<file path="src/tpfd_pkg.sv">
// ----------------------------------------------------------------------------
// tpfd_pkg
// Shared types and constants of the touchpad packet framer and decoder.
// ----------------------------------------------------------------------------
package tpfd_pkg;

  // field widths
  localparam int unsigned BYTE_W   = 8;
  localparam int unsigned POS_W    = 3;
  localparam int unsigned SHIFT_W  = 40;
  localparam int unsigned PACKET_W = 48;
  localparam int unsigned COORD_W  = 13;

  // framing checks on bytes 0 and 3
  localparam logic [BYTE_W-1:0] HDR_MASK     = 8'hC8;
  localparam logic [BYTE_W-1:0] FIRST_MATCH  = 8'h80;
  localparam logic [BYTE_W-1:0] FOURTH_MATCH = 8'hC0;

  // byte positions inside a packet
  localparam logic [POS_W-1:0] POS_FIRST  = 3'd0;
  localparam logic [POS_W-1:0] POS_SECOND = 3'd1;
  localparam logic [POS_W-1:0] POS_THIRD  = 3'd2;
  localparam logic [POS_W-1:0] POS_FOURTH = 3'd3;
  localparam logic [POS_W-1:0] POS_FIFTH  = 3'd4;
  localparam logic [POS_W-1:0] POS_LAST   = 3'd5;

  // packet kinds
  localparam logic [1:0] KIND_PRIMARY  = 2'd0;
  localparam logic [1:0] KIND_EXTENDED = 2'd1;
  localparam logic [1:0] KIND_PASSTHRU = 2'd2;

  // special w values and extended codes
  localparam logic [3:0] W_EXTENDED     = 4'd2;
  localparam logic [3:0] W_PASSTHRU     = 4'd3;
  localparam logic [3:0] W_ONE_FINGER   = 4'd4;
  localparam logic [3:0] W_TWO_FINGERS  = 4'd0;
  localparam logic [3:0] CODE_SECONDARY = 4'd1;

  // finger counts
  localparam logic [1:0] FINGERS_NONE  = 2'd0;
  localparam logic [1:0] FINGERS_ONE   = 2'd1;
  localparam logic [1:0] FINGERS_TWO   = 2'd2;
  localparam logic [1:0] FINGERS_THREE = 2'd3;

  // decoded result of one packet
  typedef struct packed {
    logic [1:0]         packet_kind;
    logic [3:0]         w_value;
    logic [COORD_W-1:0] pos_x;
    logic [COORD_W-1:0] pos_y;
    logic [7:0]         pressure;
    logic               button_down;
    logic [1:0]         finger_number;
    logic [3:0]         finger_width;
    logic [3:0]         ext_code;
    logic               second_valid;
  } result_t;

  // framed packet handed from the framer to the decoder
  typedef struct packed {
    logic                valid;
    logic [PACKET_W-1:0] data;
  } packet_t;

endpackage

</file>
<file path="src/tpfd_if.sv">
// ----------------------------------------------------------------------------
// tpfd channel interfaces
// Byte input channel and decoded result channel, valid/ready handshake.
// ----------------------------------------------------------------------------

// touchpad byte channel
interface tpfd_in_if;
  logic                          valid;
  logic                          ready;
  logic [tpfd_pkg::BYTE_W-1:0]   byte_value;

  modport source (output valid, output byte_value, input ready);
  modport sink   (input valid, input byte_value, output ready);
endinterface

// decoded packet channel
interface tpfd_out_if;
  logic                          valid;
  logic                          ready;
  logic [1:0]                    packet_kind;
  logic [3:0]                    w_value;
  logic [tpfd_pkg::COORD_W-1:0]  pos_x;
  logic [tpfd_pkg::COORD_W-1:0]  pos_y;
  logic [7:0]                    pressure;
  logic                          button_down;
  logic [1:0]                    finger_number;
  logic [3:0]                    finger_width;
  logic [3:0]                    ext_code;
  logic                          second_valid;

  modport source (
    output valid, output packet_kind, output w_value, output pos_x, output pos_y,
    output pressure, output button_down, output finger_number, output finger_width,
    output ext_code, output second_valid, input ready
  );
  modport sink (
    input valid, input packet_kind, input w_value, input pos_x, input pos_y,
    input pressure, input button_down, input finger_number, input finger_width,
    input ext_code, input second_valid, output ready
  );
endinterface

</file>
<file path="src/tpfd_framer.sv">
// ----------------------------------------------------------------------------
// tpfd_framer
// Checks header bytes, collects six bytes and holds the framed packet.
// ----------------------------------------------------------------------------
module tpfd_framer (
  input  logic                          clk,
  input  logic                          rst_n,
  input  logic                          byte_fire,
  input  logic [tpfd_pkg::BYTE_W-1:0]   byte_value,
  input  logic                          pkt_take,
  output tpfd_pkg::packet_t             pkt
);

  logic [tpfd_pkg::POS_W-1:0]    pos_r, pos_nxt;
  logic [tpfd_pkg::SHIFT_W-1:0]  shift_r, shift_nxt;
  logic                          pkt_valid_r, pkt_valid_nxt;
  logic [tpfd_pkg::PACKET_W-1:0] pkt_data_r, pkt_data_nxt;
  logic [tpfd_pkg::POS_W-1:0]    pos_eff;
  logic                          hdr_bad;
  logic                          pkt_done;

  // framing decision for the incoming byte
  always_comb begin
    pos_eff = (pos_r > tpfd_pkg::POS_LAST) ? tpfd_pkg::POS_FIRST : pos_r;
    hdr_bad = 1'b0;
    if (pos_eff == tpfd_pkg::POS_FIRST) begin
      hdr_bad = (byte_value & tpfd_pkg::HDR_MASK) != tpfd_pkg::FIRST_MATCH;
    end else if (pos_eff == tpfd_pkg::POS_FOURTH) begin
      hdr_bad = (byte_value & tpfd_pkg::HDR_MASK) != tpfd_pkg::FOURTH_MATCH;
    end
    pkt_done = byte_fire && !hdr_bad && (pos_eff == tpfd_pkg::POS_LAST);
  end

  // position and byte lanes
  always_comb begin
    pos_nxt   = pos_r;
    shift_nxt = shift_r;
    if (byte_fire) begin
      if (hdr_bad || pos_eff == tpfd_pkg::POS_LAST) begin
        pos_nxt = tpfd_pkg::POS_FIRST;
      end else begin
        pos_nxt = pos_eff + 3'd1;
        case (pos_eff)
          tpfd_pkg::POS_FIRST:  shift_nxt[7:0]   = byte_value;
          tpfd_pkg::POS_SECOND: shift_nxt[15:8]  = byte_value;
          tpfd_pkg::POS_THIRD:  shift_nxt[23:16] = byte_value;
          tpfd_pkg::POS_FOURTH: shift_nxt[31:24] = byte_value;
          tpfd_pkg::POS_FIFTH:  shift_nxt[39:32] = byte_value;
          default:              shift_nxt        = shift_r;
        endcase
      end
    end
  end

  // packet holding stage
  always_comb begin
    pkt_valid_nxt = (pkt_valid_r && !pkt_take) || pkt_done;
    pkt_data_nxt  = pkt_done ? {byte_value, shift_r} : pkt_data_r;
  end

  always_ff @(posedge clk) begin
    if (!rst_n) begin
      pos_r       <= tpfd_pkg::POS_FIRST;
      shift_r     <= '0;
      pkt_valid_r <= 1'b0;
    end else begin
      pos_r       <= pos_nxt;
      shift_r     <= shift_nxt;
      pkt_valid_r <= pkt_valid_nxt;
    end
  end

  always_ff @(posedge clk) begin
    pkt_data_r <= pkt_data_nxt;
  end

  assign pkt.valid = pkt_valid_r;
  assign pkt.data  = pkt_data_r;

endmodule

</file>
<file path="src/tpfd_decode.sv">
// ----------------------------------------------------------------------------
// tpfd_decode
// Splits one six-byte packet into its primary, extended or pass-through fields.
// ----------------------------------------------------------------------------
module tpfd_decode (
  input  logic [tpfd_pkg::PACKET_W-1:0] packet,
  output tpfd_pkg::result_t             result
);

  logic [3:0]                   w;
  logic [3:0]                   code;
  logic [tpfd_pkg::COORD_W-1:0] sec_x, sec_y;
  logic [7:0]                   sec_z;
  logic [tpfd_pkg::COORD_W-1:0] pri_x, pri_y;
  logic [7:0]                   pri_z;

  // field gathering
  always_comb begin
    w     = {packet[5], packet[4], packet[2], packet[26]};
    code  = packet[47:44];
    sec_x = {packet[35:32], packet[15:8], 1'b0};
    sec_y = {packet[39:36], packet[23:16], 1'b0};
    sec_z = {1'b0, packet[29:28], packet[43:40], 1'b0};
    pri_x = {packet[28], packet[11:8], packet[39:32]};
    pri_y = {packet[29], packet[15:12], packet[47:40]};
    pri_z = packet[23:16];
  end

  // selection by packet kind
  always_comb begin
    result         = '0;
    result.w_value = w;
    if (w == tpfd_pkg::W_PASSTHRU) begin
      result.packet_kind = tpfd_pkg::KIND_PASSTHRU;
    end else if (w == tpfd_pkg::W_EXTENDED) begin
      result.packet_kind = tpfd_pkg::KIND_EXTENDED;
      result.ext_code    = code;
      if (code == tpfd_pkg::CODE_SECONDARY) begin
        result.pos_x        = sec_x;
        result.pos_y        = sec_y;
        result.pressure     = sec_z;
        result.second_valid = (|sec_x) && (|sec_y) && (|sec_z);
      end
    end else begin
      result.packet_kind  = tpfd_pkg::KIND_PRIMARY;
      result.pos_x        = pri_x;
      result.pos_y        = pri_y;
      result.pressure     = pri_z;
      result.button_down  = packet[24];
      result.finger_width = (w > tpfd_pkg::W_ONE_FINGER) ? w : tpfd_pkg::W_ONE_FINGER;
      if (pri_z == 8'd0) begin
        result.finger_number = tpfd_pkg::FINGERS_NONE;
      end else if (w >= tpfd_pkg::W_ONE_FINGER) begin
        result.finger_number = tpfd_pkg::FINGERS_ONE;
      end else if (w == tpfd_pkg::W_TWO_FINGERS) begin
        result.finger_number = tpfd_pkg::FINGERS_TWO;
      end else begin
        result.finger_number = tpfd_pkg::FINGERS_THREE;
      end
    end
  end

endmodule

</file>
<file path="src/touchpad_packet_framer_decoder_core.sv">
// ----------------------------------------------------------------------------
// touchpad_packet_framer_decoder_core
// Frames touchpad bytes into six-byte absolute packets and decodes each one.
// ----------------------------------------------------------------------------
// One byte is taken per clock cycle while input ready is high. Bytes 0 and 3 are checked
// against their header patterns; a bad header drops the partial packet and
// gives no transaction. The sixth byte of a good packet lands in the packet
// register; the decoded transaction then passes into the result register, which
// drives the result channel. The packet register and the result register form
// a two-deep pipeline, so bytes keep flowing while a finished result waits to
// be taken; input ready drops only when both stages are full and the result
// side is stalled.
module touchpad_packet_framer_decoder_core (
  input  logic       clk,
  input  logic       rst_n,
  tpfd_in_if.sink    in_byte,
  tpfd_out_if.source out_result
);

  tpfd_pkg::packet_t pkt;
  tpfd_pkg::result_t dec_result;
  tpfd_pkg::result_t result_r, result_nxt;
  logic              out_valid_r, out_valid_nxt;
  logic              pkt_take;
  logic              byte_fire;

  // handshake and pipeline advance
  assign pkt_take       = pkt.valid && (!out_valid_r || out_result.ready);
  assign in_byte.ready  = !pkt.valid || pkt_take;
  assign byte_fire      = in_byte.valid && in_byte.ready;

  // byte framing
  tpfd_framer u_framer (
    .clk        (clk),
    .rst_n      (rst_n),
    .byte_fire  (byte_fire),
    .byte_value (in_byte.byte_value),
    .pkt_take   (pkt_take),
    .pkt        (pkt)
  );

  // packet decoding
  tpfd_decode u_decode (
    .packet (pkt.data),
    .result (dec_result)
  );

  // result register
  always_comb begin
    out_valid_nxt = pkt_take || (out_valid_r && !out_result.ready);
    result_nxt    = pkt_take ? dec_result : result_r;
  end

  always_ff @(posedge clk) begin
    if (!rst_n) begin
      out_valid_r <= 1'b0;
    end else begin
      out_valid_r <= out_valid_nxt;
    end
  end

  always_ff @(posedge clk) begin
    result_r <= result_nxt;
  end

  // result channel drive
  assign out_result.valid         = out_valid_r;
  assign out_result.packet_kind   = result_r.packet_kind;
  assign out_result.w_value       = result_r.w_value;
  assign out_result.pos_x         = result_r.pos_x;
  assign out_result.pos_y         = result_r.pos_y;
  assign out_result.pressure      = result_r.pressure;
  assign out_result.button_down   = result_r.button_down;
  assign out_result.finger_number = result_r.finger_number;
  assign out_result.finger_width  = result_r.finger_width;
  assign out_result.ext_code      = result_r.ext_code;
  assign out_result.second_valid  = result_r.second_valid;

endmodule
</file>
<file path="src/flat_wrapper.sv">
// flat-port wrapper written by rule: the top's interface ports become plain ports
module touchpad_packet_framer_decoder_core_flat 
  (clk, rst_n, in_byte_valid, in_byte_byte_value, in_byte_ready, out_result_valid, out_result_packet_kind, out_result_w_value, out_result_pos_x, out_result_pos_y, out_result_pressure, out_result_button_down, out_result_finger_number, out_result_finger_width, out_result_ext_code, out_result_second_valid, out_result_ready);
  tpfd_in_if in_byte_i ();
  tpfd_out_if out_result_i ();
  input  logic clk;
  input  logic rst_n;
  input wire logic [$bits(in_byte_i.valid)-1:0] in_byte_valid;
  input wire logic [$bits(in_byte_i.byte_value)-1:0] in_byte_byte_value;
  output wire logic [$bits(in_byte_i.ready)-1:0] in_byte_ready;
  output wire logic [$bits(out_result_i.valid)-1:0] out_result_valid;
  output wire logic [$bits(out_result_i.packet_kind)-1:0] out_result_packet_kind;
  output wire logic [$bits(out_result_i.w_value)-1:0] out_result_w_value;
  output wire logic [$bits(out_result_i.pos_x)-1:0] out_result_pos_x;
  output wire logic [$bits(out_result_i.pos_y)-1:0] out_result_pos_y;
  output wire logic [$bits(out_result_i.pressure)-1:0] out_result_pressure;
  output wire logic [$bits(out_result_i.button_down)-1:0] out_result_button_down;
  output wire logic [$bits(out_result_i.finger_number)-1:0] out_result_finger_number;
  output wire logic [$bits(out_result_i.finger_width)-1:0] out_result_finger_width;
  output wire logic [$bits(out_result_i.ext_code)-1:0] out_result_ext_code;
  output wire logic [$bits(out_result_i.second_valid)-1:0] out_result_second_valid;
  input wire logic [$bits(out_result_i.ready)-1:0] out_result_ready;
  assign in_byte_i.valid = in_byte_valid;
  assign in_byte_i.byte_value = in_byte_byte_value;
  assign in_byte_ready = in_byte_i.ready;
  assign out_result_valid = out_result_i.valid;
  assign out_result_packet_kind = out_result_i.packet_kind;
  assign out_result_w_value = out_result_i.w_value;
  assign out_result_pos_x = out_result_i.pos_x;
  assign out_result_pos_y = out_result_i.pos_y;
  assign out_result_pressure = out_result_i.pressure;
  assign out_result_button_down = out_result_i.button_down;
  assign out_result_finger_number = out_result_i.finger_number;
  assign out_result_finger_width = out_result_i.finger_width;
  assign out_result_ext_code = out_result_i.ext_code;
  assign out_result_second_valid = out_result_i.second_valid;
  assign out_result_i.ready = out_result_ready;
  touchpad_packet_framer_decoder_core u_core (.clk(clk), .rst_n(rst_n), .in_byte(in_byte_i), .out_result(out_result_i));
endmodule
</file>
<file path="config.mk">
export PLATFORM = sky130hd
export DESIGN_NAME = touchpad_packet_framer_decoder_core_flat
export DESIGN_NICKNAME = d
export VERILOG_FILES = /design/src/tpfd_pkg.sv /design/src/tpfd_if.sv /design/src/tpfd_framer.sv /design/src/tpfd_decode.sv /design/src/touchpad_packet_framer_decoder_core.sv /design/src/flat_wrapper.sv
export SDC_FILE = /design/constraint.sdc
export NUM_CORES = 1
export LEC_CHECK = 0
export BUFFER_PORTS_ARGS = -buffer_cell sky130_fd_sc_hd__buf_2
export CORE_ASPECT_RATIO = 1.5
export CORE_MARGIN = 8
export CORE_UTILIZATION = 45
export DETAILED_ROUTE_END_ITERATION = 10
export MAX_ROUTING_LAYER = met4
export PLACE_DENSITY = 0.74
export SYNTH_ARGS = -nofsm -noshare
export SYNTH_HDL_FRONTEND = slang
export SYNTH_SLANG_ARGS = --single-unit
</file>
<file path="constraint.sdc">
create_clock -name clk -period 4.8 [get_ports clk]
set_input_delay 0.48 -clock clk [delete_from_list [all_inputs] [get_ports clk]]
set_output_delay 0.48 -clock clk [all_outputs]
set_load 0.005 [all_outputs]
</file>
# Yosys cells after proc, flatten, opt, wreduce, memory -nomap -nowiden
# Cells that the tools add are included.
[word_totals] ff_bits=145 wordCells=84
[op_classes] addsub=1 n_lt_le_gt_ge=3 n_eq_ne=10 n_mux=10 n_bitwise=4 reduce_logical=35
[op_table] operator="$mux 34" count=2
[op_table] operator="$reduce_or 12->1" count=2
[op_table] operator="$reduce_and 3->1" count=5
[op_table] operator="$mux 3" count=3
[op_table] operator="$reduce_or 3->1" count=3
[op_table] operator="$eq 4x2->1 const B" count=2
[op_table] operator="$logic_and 1x1->1" count=8
[op_table] operator="$logic_not 8->1" count=1
[op_table] operator="$eq 3x2->1 const B" count=2
[op_table] operator="$eq 3x3->1 const B" count=2
[op_table] operator="$ne 3x3->1 const B" count=2
[op_table] operator="$reduce_or 6->1" count=1
[op_table] operator="$logic_not 1->1" count=5
[op_table] operator="$logic_or 1x1->1" count=5
[op_table] operator="$mux 1" count=5
[op_table] operator="$eq 4x1->1 const B" count=1
[op_table] operator="$ge 4x3->1 const B" count=1
[op_table] operator="$gt 4x3->1 const B" count=1
[op_table] operator="$logic_not 4->1" count=1
[op_table] operator="$not 1->1" count=4
[op_table] operator="$reduce_or 2->1" count=2
[op_table] operator="$reduce_or 4->1" count=1
[op_table] operator="$add 3x1->3 const B" count=1
[op_table] operator="$eq 3x1->1 const B" count=1
[op_table] operator="other kinds (2)" count=2

# Depth between registers and ports, before layout
# Gate-level depths: netlist of run 1.
[depth] word_depth=9 mapped_depth=8

# Cells and area by module
# Synthesis of run 1 repeated with hierarchy kept, for this count alone.
[unflattened] hier_cells=366 hier_area_um2=5502.8
[modules_own_cells] mod="tpfd_framer" instances=1 cells_per_inst=233 area_per_inst_um2=3306.9 seq_area_each_um2=2322.2
[modules_own_cells] mod="touchpad_packet_framer_decoder_core" instances=1 cells_per_inst=58 area_per_inst_um2=1620.3 seq_area_each_um2=1581.5
[modules_own_cells] mod="tpfd_decode" instances=1 cells_per_inst=75 area_per_inst_um2=575.6 seq_area_each_um2=0.0

# Worst setup path after synthesis of run 1
# OpenSTA, ideal clock, no wires.
[synth_path] kind="input to register" startpoint="input port out_result_ready" endpoint="register u_core.result_r, in the netlist u_core.out_result.button_down (enable)" arrival_time_ns=4.319 required_ns=4.259 setup_slack_ns=-0.060 path_stages=2 cell_sequence="inv_1 a21boi_0"
[synth_between] elab_chain_len=2
[synth_rtl] item="start: declaration" line="flat_wrapper.sv:22" source="input wire logic [$bits(out_result_i.ready)-1:0] out_result_ready;"
[synth_rtl] item="$logic_or 1x1->1" line="touchpad_packet_framer_decoder_core.sv:28" source="assign pkt_take = pkt.valid && (!out_valid_r || out_result.ready);"
[synth_rtl] item="$logic_and 1x1->1" line="touchpad_packet_framer_decoder_core.sv:28"
[synth_rtl] item="via u_core.pkt_take" line="touchpad_packet_framer_decoder_core.sv:24" source="logic pkt_take;"
[synth_rtl] item="end signal: assignment" line="touchpad_packet_framer_decoder_core.sv:63" source="result_r <= result_nxt;"
[synth_rtl] item="end: declaration" line="touchpad_packet_framer_decoder_core.sv:22" source="tpfd_pkg::result_t result_r, result_nxt;"
# The timed path passes the listed nets, and every way through them passes these cells.
# A chain may end at the register's enable or synchronous reset.

# Worst setup path in the final report of run 1
[layout_path] startpoint="register u_core.u_framer.pos_r[0] (netlist name)" endpoint="register u_core.u_framer.shift_r[28] (netlist name)"
[layout_between] elab_chain_len=8 elab_cells_between_ends=10 cone_classes="order compare (1); eq/ne (2); mux (3); bitwise (1); reduce/logical (3)"
[layout_rtl] item="start: declaration" line="tpfd_framer.sv:14" source="logic [tpfd_pkg::POS_W-1:0] pos_r, pos_nxt;"
[layout_rtl] item="start signal: assignment" line="tpfd_framer.sv:63" source="pos_r <= tpfd_pkg::POS_FIRST;"
[layout_rtl] item="start signal: assignment" line="tpfd_framer.sv:67" source="pos_r <= pos_nxt;"
[layout_rtl] item="$gt 3x3->1" line="tpfd_framer.sv:24" source="pos_eff = (pos_r > tpfd_pkg::POS_LAST) ? tpfd_pkg::POS_FIRST : pos_r;"
[layout_rtl] item="$mux 3 *" line="tpfd_framer.sv:24"
[layout_rtl] item="$eq 3x2->1" line="tpfd_framer.sv:28, tpfd_framer.sv:43"
[layout_rtl] item="$mux 1" line="tpfd_framer.sv:28" source="end else if (pos_eff == tpfd_pkg::POS_FOURTH) begin"
[layout_rtl] item="$mux 1" line="tpfd_framer.sv:26" source="if (pos_eff == tpfd_pkg::POS_FIRST) begin"
[layout_rtl] item="$logic_or 1x1->1" line="tpfd_framer.sv:39" source="if (hdr_bad || pos_eff == tpfd_pkg::POS_LAST) begin"
[layout_rtl] item="$not 1->1 (no source line)"
[layout_rtl] item="$reduce_and 3->1 (no source line) *"
[layout_rtl] item="end signal: assignment" line="tpfd_framer.sv:68" source="shift_r <= shift_nxt;"
[layout_rtl] item="end: declaration" line="tpfd_framer.sv:15" source="logic [tpfd_pkg::SHIFT_W-1:0] shift_r, shift_nxt;"
# Every way passes the cells marked *; elsewhere a longest branch is shown, timed or not.

==> results.txt, run 1 <==
Status = finished, final reports clean
Initial DRC count = 172
Critical path data required time = 5.08 ns
Static Leak = 2.13 nW
Max-Slew Margin vs Limit = 0.417
Largest net degree at the start of global routing = 53
WHS = 0.305 ns
Setup Skew = 0.00904 ns
PD cells = 421 nW/um^2
Worst Hold Class = primary input to flop
Total power = 2.44 mW
Top post-synthesis cells by area = edfxtp_1 57%, dfxtp_1 15%, mux2i_1 6.7%
Final hold violation count = 0
Rows = 46
CTS resizes = 0
Fin Setup TNS = 0 ns
IO Pins = 66
Clk Latency, worst-skew pair = 0.41 ns
Synth top area share = 0.574
Via count = 2,813
Wirelength, routed = 8.99 mm
Critical path fanouts, max = 6
H-tree depth = 4
Critical path class = flop to flop
Vias per inst = 5.12
Synthesized Nets = 334
GR Util All Layers = 0.137
Max Fclk = 438 MHz
Cts hold-fix bufs = 0
Initial Utilization = 0.457
Layout area overhead = 22.1%
Clock sinks = 127
Main flop type after synthesis = edfxtp_1
Initial antenna violation count = 0
Crit path DAT = 2.57 ns
Clock slew at reported path FFs = 0.05 ns
Synth Register Bits = 127
RePlAce Congestion = 0.773
TritonRoute pass-1 iters = 4
Die Ht = 142 um
Grt total ovfl = 0
Actual slew at the worst max-slew pin = 0.866 ns
Nets = 405
Postcts setup bufs = 0
Period utilization = 0.476
CP Launch Type = flop
Asr flop ratio synth = 0
CTS root buf = clkbuf_16
Die Footprint = 14,200 um^2
Commonest non-fill, non-tap cell in the layout = edfxtp_1
RSZ-0062 raised after global routing = false
EDFF count, synth = 91
Antenna viol nets, final = 0
N_diodes = 0
CTS max path bufs = 2
Detailed placer's ending HPWL = 6.35 mm
Minimum clock period = 2.28 ns
I/O Buffers = 65
VDD IR-drop max = 0.244 mV
Die Wd = 100 um
Synth Instances = 321
Setup-failing EPs final = 0
Share of layout cells above drive strength 1 = 0.254
CTS tree = done
Largest area contributor in the synthesized netlist = edfxtp_1
Max-cap viol count = 0
Mean Syn Cell Area = 14.8 um^2
WL/cell = 16.4 um
Max Slew Vio Count = 0
First-pass GRT wire length = 14.3 mm
Commonest non-fill, non-tap cells in the layout = 91 x edfxtp_1, 65 x buf_2, 36 x dfxtp_1
Synthesized cell area = 4760 um^2
Core area = 10,400 um^2
Vias in the first global route = 2,814
Distinct cells, synth = 37
Synth warn = 0
DRC Markers = 0
CTS Buf Count = 17
Crit end category = flop
Seq/Total Area, Yosys = 0.726
==> flip-flops by register name, indices dropped and copies added (netlist names) <==
name                             cells
u_core.out_result.button_down        1
u_core.out_result.ext_code           4
u_core.out_result.finger_number      2
u_core.out_result.finger_width       4
u_core.out_result.packet_kind        2
u_core.out_result.pos_x             13
u_core.out_result.pos_y             13
u_core.out_result.pressure           8
u_core.out_result.second_valid       1
u_core.out_result.valid              1
u_core.out_result.w_value            4
u_core.u_framer.pkt_data_r          39
u_core.u_framer.pkt_valid_r          1
u_core.u_framer.pos_r                3
u_core.u_framer.shift_r             31
==> metal layers <==
metal  vias up  GRT usage  part of all wire
li1       1355          -                 -
met1      1366      0.138              0.41
met2        75      0.227              0.52
met3        17     0.0481             0.052
met4         0     0.0761             0.024
met5         -          -                 0
==> synthesized netlist by cell type, types with 2 or more instances <==
cell / n
and3_1: 2
and2_1: 9
nand3_1: 4
a22o_1: 29
buf_2: 6
buf_6: 2
nor4_1: 7
inv_1: 4
dfxtp_1: 36
nor2b_1: 3
a21oi_1: 8
or4_1: 5
nand2_1: 34
edfxtp_1: 91
nor2_1: 15
mux2i_1: 32
nor3_1: 2
nand2b_1: 4
o21ai_0: 2
clkbuf_1: 9
==> final timing paths <==
check / end / slack [ns] / startpoint / depth (start not counted)
worst min-delay path: u_core.u_framer.pkt_data_r[42] / 0.30 / in_byte_byte_value[2] / 1
worst max register to register: u_core.u_framer.shift_r[28] / 2.52 / u_core.u_framer.pos_r[0] / 7
worst min register to register: u_core.u_framer.pkt_data_r[20] / 0.43 / u_core.u_framer.shift_r[20] / 0
worst max-delay path: u_core.u_framer.shift_r[28] / 2.52 / u_core.u_framer.pos_r[0] / 7
==> stage by stage <==
step	setup slack [ns]	utilization	std cells	area, um^2
floorplan	0.555	-	321	4760
global placement	2.66	0.501	517	5220
detailed placement	2.52	0.501	517	5220
CTS	2.50	0.558	549	5810
global route	2.39	0.558	549	5810
finish	2.52	0.558	549	5810
==> critical path, cell delays in order, from the launching register on <==
cell	delay, ns
dfxtp_1	0.47
inv_1	0.16
nor3b_1	0.23
ha_1	0.20
inv_1	0.09
or2_1	0.23
or4b_1	0.60
mux2i_1	0.17
==> cells by family after synthesis <==
logic type               Yosys count  share of synthesized area
AO/OA/AOI/OAI                     47                     0.0800
adder cells (fa/ha/maj)            1                    0.00263
multiplexers                      32                     0.0673
flip-flops                       127                      0.726
buffers and inverters             21                     0.0213
AND/OR/NAND/NOR                   93                      0.103
==> where the power goes <==
| group | switching [mW] | internal (mW) | total [mW] |
|---|---|---|---|
| registers | 0.00324 | 1.17 | 1.17 |
| logic | 0.0252 | 0.0122 | 0.0374 |
| clock network | 0.423 | 0.812 | 1.24 |
| total | 0.452 | 1.99 | 2.44 |
==> final cells by class <==
type                       instances  area, um^2
fill                             834        4610
sequential                       127        3450
multi-input combinational        173        1220
clock buffer                      27         536
timing repair buffer              69         355
tap                              144         180
clock inverter                     5        50.0
inverter                           4        15.0
Note: power is estimated with default switching activity, not from simulation.
==> run 2: changes to the inputs <==
--- a/config.mk
+++ b/config.mk
@@ -5,6 +5,7 @@
 export SDC_FILE = /design/constraint.sdc
 export NUM_CORES = 1
 export LEC_CHECK = 0
+export ABC_AREA = 1
 export BUFFER_PORTS_ARGS = -buffer_cell sky130_fd_sc_hd__buf_2
 export CORE_ASPECT_RATIO = 1.5
 export CORE_MARGIN = 8
==> constraint.sdc (replaced) <==
create_clock -name clk -period 2.07 [get_ports clk]
set_input_delay 0.207 -clock clk [delete_from_list [all_inputs] [get_ports clk]]
set_output_delay 0.207 -clock clk [all_outputs]
set_load 0.005 [all_outputs]
==> results.txt, run 2 <==
Postcts setup bufs = 0
Rows = 47
Final hold violation count = 0
Die Ht = 144 um
Asr flop ratio synth = 0
Most common library cells after synthesis = 91 x edfxtp_1, 79 x inv_1, 51 x nand2_1
Synth Register Bits = 127
Initial antenna violation count = 0
Minimum clock period = 1.87 ns
Crit. Startpoint = u_core.u_framer.pos_r[2]
Distinct cells, synth = 27
Cts hold-fix bufs = 0
Fin Setup TNS = 0 ns
Grt total ovfl = 0
Crit path DAT = 2.19 ns
I/O Buffers = 65
IO Pins = 66
Synthesized Nets = 455
Max Slew Vio Count = 0
Worst Hold Class = primary input to flop
CTS max path bufs = 2
Clock slew at reported path FFs = 0.05 ns
Critical path class = flop to flop
Largest register FFs = 39
Detailed placer's ending HPWL = 7.21 mm
Antenna viol nets, final = 0
RePlAce Congestion = 0.878
Crit end category = flop
CTS Buf Count = 17
Fill cells = 886
Max-Slew Margin vs Limit = 0.607
Max-cap viol count = 0
CP Launch Type = flop
Vias per inst = 4.96
PD cells = 952 nW/um^2
Commonest non-fill, non-tap cell in the layout = edfxtp_1
Wirelength, routed = 10.1 mm
Crit path capture = u_core.u_framer.shift_r[13]
H-tree depth = 4
Vias in the first global route = 3,336
Synthesized cell area = 4920 um^2
WL/cell = 14.9 um
Most frequent cell after synthesis = edfxtp_1
N_diodes = 0
Max Fclk = 535 MHz
Largest register by flop count = u_core.u_framer.pkt_data_r
EDFF count, synth = 91
CTS root buf = clkbuf_16
Finished Core Util = 0.560
CP most frequent cell = nand2_1
CP max stage cell = dfxtp_2
Static Leak = 2.34 nW
Setup Skew = 0.00614 ns
Core area = 10,900 um^2
Clock sinks = 127
Status = finished, final reports clean
DRC Markers = 0
CTS tree = done
Commonest non-fill, non-tap cells in the layout = 91 x edfxtp_1, 78 x inv_1, 65 x buf_2
Layout area overhead = 23.7%
Reg2Reg Depth = 11
Critical-path cell list = inv_2 > nand2_2 > nor2_1 > ha_2 > nand2_1 > nand2_1 > nand2_2 > buf_12 > nand2_1 > nand2_1 > a21oi_1
Top post-synthesis cells by area = edfxtp_1 55%, dfxtp_1 15%, inv_1 6.0%
Final std cells w/o fill = 677
First-pass GRT wire length = 16.1 mm
Period utilization = 0.902
Synth Instances = 442
Nets = 530
Critical path data required time = 2.39 ns
Setup-failing EPs final = 0
Mean Syn Cell Area = 11.1 um^2
FF-to-FF setup slack = 0.20 ns
Slowest stage delay, CP = 0.34 ns
Placed cells = 645
Synth warn = 0
FF-to-FF End = u_core.u_framer.shift_r[13]
RSZ-0062 raised after global routing = false
Largest net degree at the start of global routing = 53
Synth top area share = 0.555
Initial DRC count = 240
Die Footprint = 14,600 um^2
VDD IR-drop max = 0.576 mV
Clk Latency, worst-skew pair = 0.41 ns
Via count = 3,357
R2r startpoint = u_core.u_framer.pos_r[2]
Critical path fanouts, max = 42
Initial Utilization = 0.453
Actual slew at the worst max-slew pin = 0.588 ns
Largest area contributor in the synthesized netlist = edfxtp_1
Share of layout cells above drive strength 1 = 0.234
GR Util All Layers = 0.152
Regs by FF count = u_core.u_framer.pkt_data_r (39), u_core.u_framer.shift_r (31)
Main flop type after synthesis = edfxtp_1
CTS resizes = 0
Die Wd = 101 um
TritonRoute pass-1 iters = 4
Seq/Total Area, Yosys = 0.701
-- run 2: cell count changes after synthesis, moves of 21 or more --
cell,before,now
nand3_1,4,30
mux2i_1,32,0
o22ai_1,1,29
inv_1,4,79
a22o_1,29,0
nor2_1,15,36
-- run 2: per-layer routing --
layer | wire length (um) | global-route usage | part of all wire | up-vias
met5 | 0 | - | 0 | -
met4 | 357 | 0.0985 | 0.035 | 0
met3 | 578 | 0.0376 | 0.057 | 24
met2 | 5510 | 0.272 | 0.55 | 116
met1 | 3650 | 0.139 | 0.36 | 1561
li1 | - | - | - | 1656
-- run 2: cell type report --
cell class	count	area, um^2	share of cell area
flip-flops and latches	127	3460	0.567
multi-input cells	215	1110	0.182
clock buffers	22	474	0.0778
repair buffers	72	415	0.0682
inverters	84	319	0.0524
well taps	147	184	0.0302
clock inverters	10	135	0.0222
-- run 2: per-stage QoR --
stage               cell area, um^2  setup WS, ns  total power [mW]  hold WS [ns]
floorplan                      4960       -0.0307              2.82         0.306
global placement               5480         0.408              2.86         0.414
detailed placement             5480         0.270              2.86         0.418
CTS                            6090         0.235              5.83        0.0527
global route                   6090       0.00758              5.96        0.0543
finish                         6090         0.202              5.80        0.0683
-- run 2: critical path: cells and delay by family (launching register included) --
kind	cells	cell delay [ns]
buffers and inverters	2	0.27
AO/OA/AOI/OAI	1	0.18
AND/OR/NAND/NOR	7	0.75
flip-flops	1	0.34
adder cells (fa/ha/maj)	1	0.25
-- run 2: worst min path at each step --
stage / start / to / slack (ns) / depth (start not counted)
4_1_cts: in_byte_byte_value[7] / u_core.u_framer.pkt_data_r[47] / 0.05 / 1
2_1_floorplan: in_byte_byte_value[0] / u_core.u_framer.pkt_data_r[40] / 0.31 / 0
5_1_grt: in_byte_byte_value[7] / u_core.u_framer.pkt_data_r[47] / 0.05 / 1
6_report: in_byte_byte_value[7] / u_core.u_framer.pkt_data_r[47] / 0.07 / 1
3_5_place_dp: u_core.u_framer.shift_r[10] / u_core.u_framer.pkt_data_r[10] / 0.42 / 0
3_3_place_gp: u_core.u_framer.shift_r[5] / u_core.u_framer.pkt_data_r[5] / 0.41 / 0
-- run 2: power by group --
part           switching (mW)  total, mW  internal (mW)
sequential            0.00231       2.70           2.70
clock                    1.01       2.99           1.98
combinational          0.0783      0.108         0.0298
-- run 2: cell families (layout without fill, tap and decap cells) --
group / Yosys count / in the layout / synth area share
compound gates: 62 / 62 / 0.0719
fa+ha+maj: 1 / 1 / 0.00254
buf+inv: 100 / 188 / 0.0795
flops: 127 / 127 / 0.701
simple gates: 152 / 152 / 0.145
